File: config.mk
export PLATFORM = sky130hd
export DESIGN_NAME = sorted_key_run_combiner
export DESIGN_NICKNAME = d
export VERILOG_FILES = /design/src/rtl/skrc_pkg.sv /design/src/rtl/sorted_key_run_combiner.sv /design/src/rtl/skrc_front.sv /design/src/rtl/skrc_queue.sv /design/src/rtl/skrc_back.sv
export VERILOG_INCLUDE_DIRS = /design/src /design/src/rtl
export SDC_FILE = /design/constraint.sdc
export NUM_CORES = 1
export LEC_CHECK = 0
export ABC_AREA = 1
export CAP_MARGIN = 20
export CORE_AREA = 5 5 263 265
export DETAILED_ROUTE_END_ITERATION = 10
export DIE_AREA = 0 0 268 270
export DONT_BUFFER_PORTS = 1
export GPL_ROUTABILITY_DRIVEN = 0
export MAX_ROUTING_LAYER = met4
export PLACE_DENSITY = 0.7
export RECOVER_POWER = 25
export SLEW_MARGIN = 20
export SYNTH_ARGS = -nofsm -noshare
export SYNTH_HDL_FRONTEND = slang
export SYNTH_SLANG_ARGS = --single-unit
export TNS_END_PERCENT = 100
File: constraint.sdc
create_clock -name clk -period 9.7 [get_ports clk]
set_clock_uncertainty 0.05 [all_clocks]
set_input_delay 1.94 -clock clk [delete_from_list [all_inputs] [get_ports clk]]
set_output_delay 1.94 -clock clk [all_outputs]
set_load 0.1 [all_outputs]
File: src/rtl/sorted_key_run_combiner_defines.svh
// assertion macros used by the run combiner back end
`ifndef SORTED_KEY_RUN_COMBINER_DEFINES_SVH
`define SORTED_KEY_RUN_COMBINER_DEFINES_SVH

`ifndef SYNTHESIS
`define SKRC_ASSERT_IMP(lbl, ante, cons, msg) \
    lbl: assert property (@(posedge clk) disable iff (!rst_n) (ante) |-> (cons)) \
        else $error(msg);
`define SKRC_ASSERT_NXT(lbl, ante, cons, msg) \
    lbl: assert property (@(posedge clk) disable iff (!rst_n) (ante) |=> (cons)) \
        else $error(msg);
`else
`define SKRC_ASSERT_IMP(lbl, ante, cons, msg)
`define SKRC_ASSERT_NXT(lbl, ante, cons, msg)
`endif

`endif

File: src/rtl/skrc_pkg.sv
// types, register codes and the run filter of the run combiner
package skrc_pkg;

    typedef logic [3:0] mode_t;

    localparam mode_t MODE_MERGE    = 4'd0;
    localparam mode_t MODE_MIN      = 4'd1;
    localparam mode_t MODE_MINEXIST = 4'd2;
    localparam mode_t MODE_MAX      = 4'd3;
    localparam mode_t MODE_ADD      = 4'd4;
    localparam mode_t MODE_AND      = 4'd5;
    localparam mode_t MODE_NAND     = 4'd6;
    localparam mode_t MODE_OR       = 4'd7;
    localparam mode_t MODE_XOR      = 4'd8;

    localparam int CFG_INDEX_BITS = 2;
    localparam int CFG_DATA_BITS  = 8;

    localparam logic [CFG_INDEX_BITS-1:0] REG_MODE        = 2'd0;
    localparam logic [CFG_INDEX_BITS-1:0] REG_NUM_SOURCES = 2'd1;

    localparam logic [7:0] NUM_SOURCES_RESET = 8'd2;
    localparam logic [7:0] ITEMS_MAX         = 8'd255;

    localparam int QUEUE_DEPTH = 4;
    localparam int QUEUE_PTR_BITS = 2;

    // control bits of one queued item
    typedef struct packed {
        logic close_prev;
        logic start;
        logic eos;
    } skrc_ctl_t;

    localparam int CTL_BITS = 3;

    function automatic logic run_passes(mode_t m, logic [7:0] items, logic [7:0] num_src);
        logic pass;
        case (m) inside
            MODE_MERGE, MODE_MINEXIST, MODE_MAX, MODE_ADD, MODE_OR: pass = 1'b1;
            MODE_MIN, MODE_AND: pass = (items == num_src);
            MODE_NAND:          pass = (items != num_src);
            MODE_XOR:           pass = items[0];
            default:            pass = 1'b0;
        endcase
        return pass;
    endfunction

endpackage

File: src/rtl/sorted_key_run_combiner.sv
// top level of the sorted key run combiner
// Group-by-reduce over a key-sorted stream of (key, count) items.
// Slave channel s_*: one item per transaction, s_tlast marks the end of the
// stream. Master channel m_*: one emitted run per transaction; m_tlast marks
// the last result caused by an input item, m_tuser the final result of a
// stream. Registers mode and num_sources are written on the cfg_* channel;
// the user must write them only while the block is idle, as the block itself
// does not enforce it; cfg_ready is always high. m_tvalid is registered: a
// result passes the queue write, then the output register. Throughput: one
// item per cycle unless the queue fills or the receiver stalls, set by the
// single compare in the front end and the single accumulate in the back end;
// an item that emits two runs holds the back end until its spare slot drains,
// because the output register and its spare slot drain one result per cycle.
// A four-entry queue sits between the front and back end, so input keeps
// flowing while the receiver stalls until the queue fills; then s_tready drops.
// Reset clears the run state and the queue, sets mode to merge and
// num_sources to 2.
module sorted_key_run_combiner
    import skrc_pkg::*;
#(
    parameter int KEY_BITS   = 64,
    parameter int COUNT_BITS = 32
)
(
    input  logic                      clk,
    input  logic                      rst_n,
    input  logic                      s_tvalid,
    output logic                      s_tready,
    input  logic [((KEY_BITS+COUNT_BITS+7)/8)*8-1:0] s_tdata,   // key, count, zero pad
    input  logic                      s_tlast,
    output logic                      m_tvalid,
    input  logic                      m_tready,
    output logic [((KEY_BITS+COUNT_BITS+7)/8)*8-1:0] m_tdata,   // out_key, out_count, zero pad
    output logic                      m_tlast,
    output logic                      m_tuser,   // stream_done
    input  logic                      cfg_valid,
    output logic                      cfg_ready,
    input  logic [CFG_INDEX_BITS-1:0] cfg_index,
    input  logic [CFG_DATA_BITS-1:0]  cfg_data
);

    localparam int PAYLOAD_BITS = KEY_BITS + COUNT_BITS;
    localparam int TDATA_BITS   = ((PAYLOAD_BITS + 7) / 8) * 8;
    localparam int Q_BITS       = CTL_BITS + PAYLOAD_BITS;

    mode_t                 mode_reg;
    logic [7:0]            num_sources_reg;

    logic                  q_full;
    logic                  q_push;
    logic [Q_BITS-1:0]     q_wdata;
    logic                  q_valid;
    logic                  q_pop;
    logic [Q_BITS-1:0]     q_rdata;

    logic [KEY_BITS-1:0]   out_key;
    logic [COUNT_BITS-1:0] out_count;

    assign cfg_ready = 1'b1;

    always_ff @(posedge clk or negedge rst_n)
    begin
        if (!rst_n)
        begin
            mode_reg        <= MODE_MERGE;
            num_sources_reg <= NUM_SOURCES_RESET;
        end
        else if (cfg_valid && cfg_ready)
        begin
            unique case (cfg_index)
                REG_MODE:        mode_reg        <= cfg_data[3:0];
                REG_NUM_SOURCES: num_sources_reg <= cfg_data;
                default:         ;
            endcase
        end
    end

    skrc_front #(
        .KEY_BITS   (KEY_BITS),
        .COUNT_BITS (COUNT_BITS)
    ) u_front (
        .clk           (clk),
        .rst_n         (rst_n),
        .in_valid      (s_tvalid),
        .in_ready      (s_tready),
        .key           (s_tdata[KEY_BITS-1:0]),
        .count         (s_tdata[KEY_BITS +: COUNT_BITS]),
        .end_of_stream (s_tlast),
        .q_full        (q_full),
        .q_push        (q_push),
        .q_data        (q_wdata)
    );

    skrc_queue #(
        .WIDTH (Q_BITS)
    ) u_queue (
        .clk       (clk),
        .rst_n     (rst_n),
        .push      (q_push),
        .push_data (q_wdata),
        .full      (q_full),
        .pop       (q_pop),
        .valid     (q_valid),
        .pop_data  (q_rdata)
    );

    skrc_back #(
        .KEY_BITS   (KEY_BITS),
        .COUNT_BITS (COUNT_BITS)
    ) u_back (
        .clk         (clk),
        .rst_n       (rst_n),
        .mode        (mode_reg),
        .num_sources (num_sources_reg),
        .q_valid     (q_valid),
        .q_data      (q_rdata),
        .q_pop       (q_pop),
        .out_valid   (m_tvalid),
        .out_ready   (m_tready),
        .out_key     (out_key),
        .out_count   (out_count),
        .out_last    (m_tlast),
        .stream_done (m_tuser)
    );

    assign m_tdata = TDATA_BITS'({out_count, out_key});

endmodule

File: src/rtl/skrc_front.sv
// front end: accepts items and marks run boundaries
module skrc_front
    import skrc_pkg::*;
#(
    parameter int KEY_BITS   = 64,
    parameter int COUNT_BITS = 32
)
(
    input  logic                                  clk,
    input  logic                                  rst_n,
    input  logic                                  in_valid,
    output logic                                  in_ready,
    input  logic [KEY_BITS-1:0]                   key,
    input  logic [COUNT_BITS-1:0]                 count,
    input  logic                                  end_of_stream,
    input  logic                                  q_full,
    output logic                                  q_push,
    output logic [CTL_BITS+COUNT_BITS+KEY_BITS-1:0] q_data
);

    logic [KEY_BITS-1:0] run_key_reg;
    logic [KEY_BITS-1:0] run_key_next;
    logic                run_open_reg;
    logic                run_open_next;
    skrc_ctl_t           ctl;

    assign in_ready = !q_full;
    assign q_push   = in_valid && in_ready;

    always_comb
    begin
        ctl.close_prev = run_open_reg && (key != run_key_reg);
        ctl.start      = !run_open_reg || (key != run_key_reg);
        ctl.eos        = end_of_stream;
        q_data         = {ctl, count, key};
        run_key_next   = run_key_reg;
        run_open_next  = run_open_reg;
        if (q_push)
        begin
            run_key_next  = end_of_stream ? '0 : key;
            run_open_next = !end_of_stream;
        end
    end

    always_ff @(posedge clk or negedge rst_n)
    begin
        if (!rst_n)
        begin
            run_key_reg  <= '0;
            run_open_reg <= 1'b0;
        end
        else
        begin
            run_key_reg  <= run_key_next;
            run_open_reg <= run_open_next;
        end
    end

endmodule

File: src/rtl/skrc_queue.sv
// short queue between the front and the back end
module skrc_queue
    import skrc_pkg::*;
#(
    parameter int WIDTH = 99
)
(
    input  logic             clk,
    input  logic             rst_n,
    input  logic             push,
    input  logic [WIDTH-1:0] push_data,
    output logic             full,
    input  logic             pop,
    output logic             valid,
    output logic [WIDTH-1:0] pop_data
);

    logic [WIDTH-1:0]          mem [QUEUE_DEPTH];
    logic [QUEUE_PTR_BITS-1:0] wr_ptr_reg;
    logic [QUEUE_PTR_BITS-1:0] rd_ptr_reg;
    logic [QUEUE_PTR_BITS:0]   fill_reg;
    logic [QUEUE_PTR_BITS:0]   fill_next;

    assign full     = (fill_reg == (QUEUE_PTR_BITS+1)'(QUEUE_DEPTH));
    assign valid    = (fill_reg != '0);
    assign pop_data = mem[rd_ptr_reg];

    always_comb
    begin
        fill_next = fill_reg;
        if (push && !pop)
            fill_next = fill_reg + 1'b1;
        else if (pop && !push)
            fill_next = fill_reg - 1'b1;
    end

    always_ff @(posedge clk)
    begin
        if (push)
            mem[wr_ptr_reg] <= push_data;
    end

    always_ff @(posedge clk or negedge rst_n)
    begin
        if (!rst_n)
        begin
            wr_ptr_reg <= '0;
            rd_ptr_reg <= '0;
            fill_reg   <= '0;
        end
        else
        begin
            if (push)
                wr_ptr_reg <= wr_ptr_reg + 1'b1;
            if (pop)
                rd_ptr_reg <= rd_ptr_reg + 1'b1;
            fill_reg <= fill_next;
        end
    end

endmodule

File: src/rtl/skrc_back.sv
// back end: combines counts per run and emits filtered runs
`include "sorted_key_run_combiner_defines.svh"
module skrc_back
    import skrc_pkg::*;
#(
    parameter int KEY_BITS   = 64,
    parameter int COUNT_BITS = 32
)
(
    input  logic                                    clk,
    input  logic                                    rst_n,
    input  mode_t                                   mode,
    input  logic [7:0]                              num_sources,
    input  logic                                    q_valid,
    input  logic [CTL_BITS+COUNT_BITS+KEY_BITS-1:0] q_data,
    output logic                                    q_pop,
    output logic                                    out_valid,
    input  logic                                    out_ready,
    output logic [KEY_BITS-1:0]                     out_key,
    output logic [COUNT_BITS-1:0]                   out_count,
    output logic                                    out_last,
    output logic                                    stream_done
);

    logic [KEY_BITS-1:0]   in_key;
    logic [COUNT_BITS-1:0] in_count;
    skrc_ctl_t             ctl;

    logic [KEY_BITS-1:0]   run_key_reg;
    logic [COUNT_BITS-1:0] run_count_reg;
    logic [7:0]            run_items_reg;

    logic [KEY_BITS-1:0]   cur_key;
    logic [COUNT_BITS-1:0] base_count;
    logic [COUNT_BITS-1:0] count_next;
    logic [7:0]            base_items;
    logic [7:0]            items_next;
    logic                  emit_a;
    logic                  emit_b;

    logic                  out_valid_reg;
    logic [KEY_BITS-1:0]   out_key_reg;
    logic [COUNT_BITS-1:0] out_count_reg;
    logic                  out_last_reg;
    logic                  out_done_reg;

    // second result of an item waits here
    logic                  spare_valid_reg;
    logic [KEY_BITS-1:0]   spare_key_reg;
    logic [COUNT_BITS-1:0] spare_count_reg;

    assign {ctl, in_count, in_key} = q_data;

    assign q_pop = q_valid && !spare_valid_reg && (!out_valid_reg || out_ready);

    always_comb
    begin
        cur_key    = ctl.start ? in_key : run_key_reg;
        base_count = ctl.start ? '0 : run_count_reg;
        base_items = ctl.start ? '0 : run_items_reg;
        count_next = base_count;
        case (mode) inside
            MODE_MERGE, MODE_ADD:
                count_next = base_count + in_count;
            MODE_MIN, MODE_MINEXIST:
                if ((base_items == '0) || (base_count > in_count))
                    count_next = in_count;
            MODE_MAX:
                if (base_count < in_count)
                    count_next = in_count;
            MODE_AND, MODE_NAND, MODE_OR, MODE_XOR:
                count_next = COUNT_BITS'(1);
            default:
                count_next = base_count;
        endcase
        items_next = (base_items == ITEMS_MAX) ? ITEMS_MAX : base_items + 1'b1;
        emit_a = ctl.close_prev && run_passes(mode, run_items_reg, num_sources);
        emit_b = ctl.eos && run_passes(mode, items_next, num_sources);
    end

    always_ff @(posedge clk or negedge rst_n)
    begin
        if (!rst_n)
        begin
            run_key_reg   <= '0;
            run_count_reg <= '0;
            run_items_reg <= '0;
        end
        else if (q_pop)
        begin
            if (ctl.eos)
            begin
                run_key_reg   <= '0;
                run_count_reg <= '0;
                run_items_reg <= '0;
            end
            else
            begin
                run_key_reg   <= cur_key;
                run_count_reg <= count_next;
                run_items_reg <= items_next;
            end
        end
    end

    always_ff @(posedge clk or negedge rst_n)
    begin
        if (!rst_n)
        begin
            out_valid_reg   <= 1'b0;
            spare_valid_reg <= 1'b0;
        end
        else if (q_pop)
        begin
            out_valid_reg   <= emit_a || emit_b;
            spare_valid_reg <= emit_a && emit_b;
        end
        else if (out_valid_reg && out_ready)
        begin
            out_valid_reg   <= spare_valid_reg;
            spare_valid_reg <= 1'b0;
        end
    end

    always_ff @(posedge clk)
    begin
        if (q_pop)
        begin
            if (emit_a)
            begin
                out_key_reg   <= run_key_reg;
                out_count_reg <= run_count_reg;
                out_last_reg  <= !emit_b;
                out_done_reg  <= !emit_b && ctl.eos;
            end
            else
            begin
                out_key_reg   <= cur_key;
                out_count_reg <= count_next;
                out_last_reg  <= 1'b1;
                out_done_reg  <= 1'b1;
            end
            spare_key_reg   <= cur_key;
            spare_count_reg <= count_next;
        end
        else if (out_valid_reg && out_ready && spare_valid_reg)
        begin
            out_key_reg   <= spare_key_reg;
            out_count_reg <= spare_count_reg;
            out_last_reg  <= 1'b1;
            out_done_reg  <= 1'b1;
        end
    end

    assign out_valid   = out_valid_reg;
    assign out_key     = out_key_reg;
    assign out_count   = out_count_reg;
    assign out_last    = out_last_reg;
    assign stream_done = out_done_reg;

    `SKRC_ASSERT_IMP(a_spare_behind_out, spare_valid_reg, out_valid_reg, "spare without result")
    `SKRC_ASSERT_NXT(a_pair_order, q_pop && emit_a && emit_b,
        spare_valid_reg && !out_last_reg, "first of a pair marked last")
    `SKRC_ASSERT_IMP(a_done_is_last, out_valid_reg && out_done_reg, out_last_reg,
        "stream end not on last result")

endmodule
Word-level counts from Yosys, hierarchy flattened
Memory sizes are Yosys's and may differ from the RTL's.
Cells that the tools add are included.
{"block": "classes", "addsub": 6, "n_lt_le_gt_ge": 2, "eq_ne": 16, "mux": 41, "reduce_logical": 38}
{"cell": "64-bit two-way mux", "n": 6}
{"cell": "32-bit two-way mux", "n": 11}
{"cell": "64-bit != test", "n": 1}
{"cell": "32-bit adder", "n": 1}
{"cell": "32-bit > comparator", "n": 1}
{"cell": "32-bit < comparator", "n": 1}
{"cell": "8-bit two-way mux", "n": 3}
{"cell": "1-bit two-way mux", "n": 19}
{"cell": "4-bit by 3-bit == test with 1-bit output, second input constant", "n": 4}
{"cell": "8-bit == test", "n": 2}
{"cell": "8-bit != test", "n": 2}
{"cell": "1-bit logical AND", "n": 12}
{"cell": "8-bit by 1-bit adder with 8-bit output, second input constant", "n": 1}
{"cell": "4-bit by 2-bit == test with 1-bit output, second input constant", "n": 2}
{"cell": "8-bit == test, second input constant", "n": 1}
{"cell": "1-bit logical NOT", "n": 8}
{"cell": "8-bit logical NOT", "n": 1}
{"cell": "3-bit two-way mux", "n": 2}
{"cell": "2-bit nonzero test", "n": 3}
{"cell": "2-bit OR reduction", "n": 3}
{"cell": "5-bit OR reduction", "n": 1}
{"cell": "2-bit by 1-bit adder with 2-bit output, second input constant", "n": 2}
{"cell": "4-bit by 1-bit == test with 1-bit output, second input constant", "n": 1}
{"cell": "4-bit == test, second input constant", "n": 1}
{"cell": "10 further kinds", "n": 14}
{"block": "totals", "reg_bits": 384, "ram_bits": 396, "in_bits": 112, "elab_cells": 122, "n_memories": 1}
{"name": "u_queue.mem", "words": 4, "width": 99, "rd": 1, "rd_clocked_by_memory_dff": 0, "wr": 1, "line_no": "skrc_queue.sv:18", "text": "logic [WIDTH-1:0] mem [QUEUE_DEPTH];"}

Depth between registers and ports, before layout
An unclocked memory read counts as a cell.
{"block": "logic_depth", "ltp_word": 13, "mapped_depth": 30}

Cells and area by module
Synthesis repeated with hierarchy kept, for this count alone.
{"block": "unflattened", "cells_unflattened": 4029, "area_unflattened_um2": 38480.7}
{"module": "skrc_back", "n_inst": 1, "cells_each": 2227, "area_each_um2": 17759.5}
{"module": "skrc_queue", "n_inst": 1, "cells_each": 1203, "area_each_um2": 15986.6}
{"module": "skrc_front", "n_inst": 1, "cells_each": 543, "area_each_um2": 4214.0}
{"module": "sorted_key_run_combiner", "n_inst": 1, "cells_each": 56, "area_each_um2": 520.5}

Worst setup path before layout
No wires, ideal clock.
{"block": "synth_timing", "kind": "input to register", "from": "in s_tvalid", "to": "mem u_queue.mem[0][0] (enable)", "setup_ns": 0.558, "arrival_time_ns": 6.483, "required_ns": 9.092, "path_slack_ns": 2.609, "stages": 3, "path_buffers": 1, "path_cell_list": "nand2_1 clkbuf_1 nor2_1"}
{"block": "synth_between", "elab_chain_cells": 3}
{"item": "start: declaration", "line_no": "sorted_key_run_combiner.sv:27", "text": "input logic s_tvalid,"}
{"item": "1-bit logical AND", "line_no": "skrc_front.sv:28", "text": "assign q_push = in_valid && in_ready;"}
{"item": "1-bit two-way mux", "line_no": "skrc_queue.sv:39", "text": "if (push)"}
{"item": "1-bit two-way mux (implied by the code)", "line_no": "skrc_queue.sv:40", "text": "mem[wr_ptr_reg] <= push_data;"}
{"item": "end: declaration", "line_no": "skrc_queue.sv:18"}
No other way between the ends.

Final worst setup path
{"block": "layout_timing", "from": "reg u_queue.rd_ptr_reg[0]", "to": "reg u_back.spare_count_reg[22] (data pin)"}
{"block": "layout_between", "elab_chain_cells": 7, "elab_cells_between_ends": 14}
{"item": "start: declaration", "line_no": "skrc_queue.sv:20", "text": "logic [QUEUE_PTR_BITS-1:0] rd_ptr_reg;"}
{"item": "start signal: assignment", "line_no": "skrc_queue.sv:56", "text": "rd_ptr_reg <= rd_ptr_reg + 1'b1;"}
{"item": "memory read 4 x 99 bit (*)"}
{"item": "32-bit two-way mux or 8-bit two-way mux (tied branches)", "line_no": "skrc_back.sv:59, skrc_back.sv:60"}
{"item": "32-bit < comparator (tied with other cells)", "line_no": "skrc_back.sv:69", "text": "if (base_count < in_count)"}
{"item": "32-bit two-way mux or 1-bit logical OR (tied branches)", "line_no": "skrc_back.sv:69, skrc_back.sv:66"}
{"item": "32-bit two-way mux, on equally long branches", "line_no": "skrc_back.sv:62, skrc_back.sv:66"}
{"item": "32-bit two-way mux", "line_no": "skrc_back.sv:62", "text": "case (mode) inside"}
{"item": "32-bit two-way mux (*)", "line_no": "skrc_back.sv:62"}
{"item": "net u_back.count_next[22]", "line_no": "skrc_back.sv:35", "text": "logic [COUNT_BITS-1:0] count_next;"}
{"item": "end signal: assignment", "line_no": "skrc_back.sv:144", "text": "spare_count_reg <= count_next;"}
{"item": "end: declaration", "line_no": "skrc_back.sv:50", "text": "logic [COUNT_BITS-1:0] spare_count_reg;"}
Mark *: on every way through the listed nets, which the timed path passes. The rest lies on a longest branch.
A chain may end at the register's enable or synchronous reset.

==> impl_metrics.csv <==
group,metric,value,unit
run_status,status,"completed",
critical_path,cp_common_cell,"nand2_1",
critical_path,crit_chain,"inv_6 > nand2_1 > nand3_1 > nand2_1 > inv_4 > nor2_1 > ha_1 > inv_1 > nor3_2 > inv_1 > nor4_1 > nand2_1 > nand2_1 > nand2_4 > nand2_4 > nand2_4 > nand2_2 > nand2_1 > nand3_1 > nand3_1 > and2_1",
sta,rsz0062_at_grt,"false",
global_routing,grt_use_total,25.42,%
critical_path,reg2reg_depth,21,
run,drv_cap,0,
critical_path,timing.rr.start,"u_queue.rd_ptr_reg[0]",
global_routing,overflow,0,
clock_tree,postCtsSetupRepairBufs,0,
drt,vias,25630,
floorplan,die_x,268,um
critical_path,critPathSlowestCell,"inv_4",
logic_synthesis,synthSimpleGateAreaFrac,15.02,%
sta,slew_headroom,27.77,%
logic_synthesis,yosys_most_used_dff,"edfxtp_1",
layout,largest_reg_flops,396,
layout,finalNetCount,3698,
logic_synthesis,netlist_instances,3585,
clock_tree,tritoncts,"done",
drt,postRouteAntennaNets,0,
placement,io_buffer_count,0,
drt,drt-wirelength-per-cell,20.65,um
critical_path,path_buf_inv,4,
critical_path,rr_endpoint,"u_back.spare_count_reg[22]",
drt,drt_iter0_drc,2477,
hold_path,hold_path.class,"reg2reg",
logic_synthesis,synth_fa_ha_area_share,2.591,%
layout,n_antenna_cell,0,
logic_synthesis,synth_edf_count,590,
sta,finalSetupViolCount,0,
clock_tree,cts-htree-levels,3,
clock_tree,cts.clk_slew.worst_paths,0.06,ns
critical_path,worstSetupPathType,"reg2reg",
layout,final_layout_size_suffix_gt1_share,6.480,%
clock_tree,cts-buffers-inserted,81,
clock_tree,cts-root-buf,"clkbuf_16",
logic_synthesis,synth_fp_nets,3771,
logic_synthesis,synth-seq-area-share,61.89,%
logic_synthesis,netlist_area,0.03631,mm2
critical_path,cp.arrival,7.56,ns
critical_path,crit_fanout,112,
hold_path,hold_start,"u_back.run_count_reg[12]",
sta,fmax,138.2,MHz
logic_synthesis,synth_warnings,0,
global_routing,grt_pass1_vias,24190,
sta,tightest_slew,1.083,ns
global_routing,grt_pass1_wl,140500,um
critical_path,crit_path_end_kind,"flip-flop",
hold_path,hold_depth,2,
global_routing,antenna_found_initial,0,
clock_tree,cts_resized,0,
logic_synthesis,synth_compound_area_share,11.88,%
drt,drc,0,
logic_synthesis,syn_area_per_cell,10.13,um2
clock_tree,ctsHoldBuffers,0,
critical_path,crit_path_max_incr_delay,0.83,ns
sta,fin_setup_tns,0,ns
clock_tree,clkLatencyLatePin,0.63,ns
critical_path,start_kind,"flip-flop",
sta,final.period_utilization,74.62,%
clock_tree,cts_buffer_depth,3,
placement,dpl.hpwl,56070,um
logic_synthesis,ys_ff_latch,780,
floorplan,ios,213,
sta,period_needed,7.238,ns
clock_tree,clkSinkCount,780,
global_routing,grt_start_max_net_pins,191,
logic_synthesis,synth_top_family_by_area,"simple AND/OR/NAND/NOR gates",
layout,largest-register,"u_queue.mem",
logic_synthesis,synth_cell_types,57,
sta,drv_slew,0,
floorplan,dieArea,0.07236,mm2
drt,drt_wl_total,91960,um
logic_synthesis,async_reset_ff_share,24.36,%
floorplan,start_util,54.55,%
critical_path,required,10.02,ns
drt,dr.pass1.iters,6,
floorplan,rows,95,
layout,area_growth,9.165,%
hold_path,holdPathEnd,"u_back.run_count_reg[12]",
logic_synthesis,synth_xor_xnor_area_share,1.761,%
logic_synthesis,synth_mux_area_share,0.03101,%
critical_path,r2r_setup_slack,2.46,ns
floorplan,die_h,270,um
drt,viasPerCell,5.755,
sta,finalHoldViolations,0,
floorplan,core,0.06656,mm2
critical_path,crit_family,"simple AND/OR/NAND/NOR gates",
-- layout make-up --
class	instances	area, um2
clock buffers	108	2250
clock inverters	43	424.2
fillers	5536	26920
inverters	446	1687
multi-input cells	2171	11440
flip-flops and latches	780	22480
well taps	873	1092
repair buffers	32	272.8
-- how the worst max path moves through the flow --
stage / start / endpoint / slack [ns] / depth (start not counted)
2_1_floorplan: s_tvalid / u_queue.mem[0][0] / 2.61 / 3
3_3_place_gp: u_queue.rd_ptr_reg[0] / u_back.out_count[20] / 2.73 / 24
3_5_place_dp: u_queue.rd_ptr_reg[0] / u_back.spare_count_reg[13] / 2.57 / 21
4_1_cts: u_queue.rd_ptr_reg[0] / u_back.spare_count_reg[22] / 2.54 / 21
5_1_grt: u_queue.rd_ptr_reg[0] / u_back.out_count[14] / 1.87 / 22
6_report: u_queue.rd_ptr_reg[0] / u_back.spare_count_reg[22] / 2.46 / 21
-- cells in the mapped netlist (2+ instances only) --
library cell / n / area share [%]
nand3_1: 209 / 2.9
a21oi_2: 4 / 0.096
o22ai_1: 148 / 2.5
nand2_4: 5 / 0.16
xor2_1: 33 / 0.80
and2_1: 17 / 0.29
a32oi_1: 31 / 0.75
buf_6: 6 / 0.19
nand3_2: 2 / 0.055
xnor2_1: 40 / 0.96
o21bai_1: 3 / 0.062
nor3_1: 11 / 0.15
buf_1: 22 / 0.23
buf_4: 3 / 0.062
inv_2: 6 / 0.062
ha_1: 72 / 2.5
o21ai_0: 319 / 4.4
nand2_2: 11 / 0.19
o21ai_2: 11 / 0.27
nand2_1: 742 / 7.7
o2111ai_1: 9 / 0.22
a21boi_0: 3 / 0.062
o221ai_1: 69 / 1.7
edfxtp_1: 590 / 49
nor2_1: 250 / 2.6
nor4_1: 13 / 0.22
o21ai_1: 6 / 0.083
a21oi_1: 102 / 1.4
buf_2: 33 / 0.45
or2_2: 9 / 0.16
nand3b_1: 5 / 0.10
clkbuf_1: 124 / 1.3
inv_1: 439 / 4.5
a21o_1: 2 / 0.041
fa_1: 2 / 0.11
dfrtp_1: 189 / 13
nand4_1: 23 / 0.40
a211oi_1: 2 / 0.041
o211ai_1: 2 / 0.041
-- through the flow --
stage               util, %  hold slack [ns]  instance area, um2  instances  worst slack (ns)
floorplan                 -           0.3988               36310       3585             2.609
global placement      55.50           0.4117               36940       4301             2.725
detailed placement    55.50           0.4149               36940       4301             2.574
CTS                   59.51           0.4311               39610       4452             2.540
global route          59.55           0.4454               39640       4453             1.872
finish                59.55           0.4274               39640       4453             2.462
-- per-layer routing --
metal  GRT usage, %  up-vias  wire length, um
met4          6.343        0             1969
met1          34.30    12390            39180
met2          39.25      933            42810
li1               -    12170                -
met3          6.423      141             7999
met5              -        -                0
-- placed cells by master (no fill, tap or decap), drive strengths merged, types with 2 or more instances in the layout --
cell type	Yosys	layout
nand2	758	758
a32oi	31	31
buf	64	32
nand3b	5	5
nand4	24	24
nor2	251	251
a21o	2	2
o22ai	148	148
xor2	33	33
or2	9	9
nand3	211	211
o211ai	2	2
a21oi	106	106
ha	72	72
dfrtp	189	189
o221ai	69	69
clkinv	1	27
nor4	13	13
xnor2	40	40
nor3	13	13
a21boi	3	3
a211oi	2	2
o21bai	3	3
inv	445	450
edfxtp	590	590
clkbuf	124	108
fa	2	2
o2111ai	9	9
and2	17	17
clkinvlp	0	6
o21ai	336	336
bufinv	0	6
-- kinds of logic after synthesis --
logic type,Yosys count
AOI/OAI and AO/OA,720
buffers and inverters,634
muxes,1
xor gates and xnor gates,73
other,1
DFF,780
adders and majority gates,74
and+or+nand+nor,1302
-- worst reg2reg max path: stages (launching register included) --
cell and delay (ns):
dfrtp_4 0.74, inv_6 0.71, nand2_1 0.15, nand3_1 0.10, nand2_1 0.38, inv_4 0.83
nor2_1 0.29, ha_1 0.41, inv_1 0.10, nor3_2 0.22, inv_1 0.06, nor4_1 0.34
nand2_1 0.10, nand2_1 0.11, nand2_4 0.22, nand2_4 0.49, nand2_4 0.43, nand2_2 0.72
nand2_1 0.13, nand3_1 0.11, nand3_1 0.14, and2_1 0.18
Power is left out: the tool's default activity adds up to more than one toggle a clock period on the data nets, which glitch-free logic cannot reach.
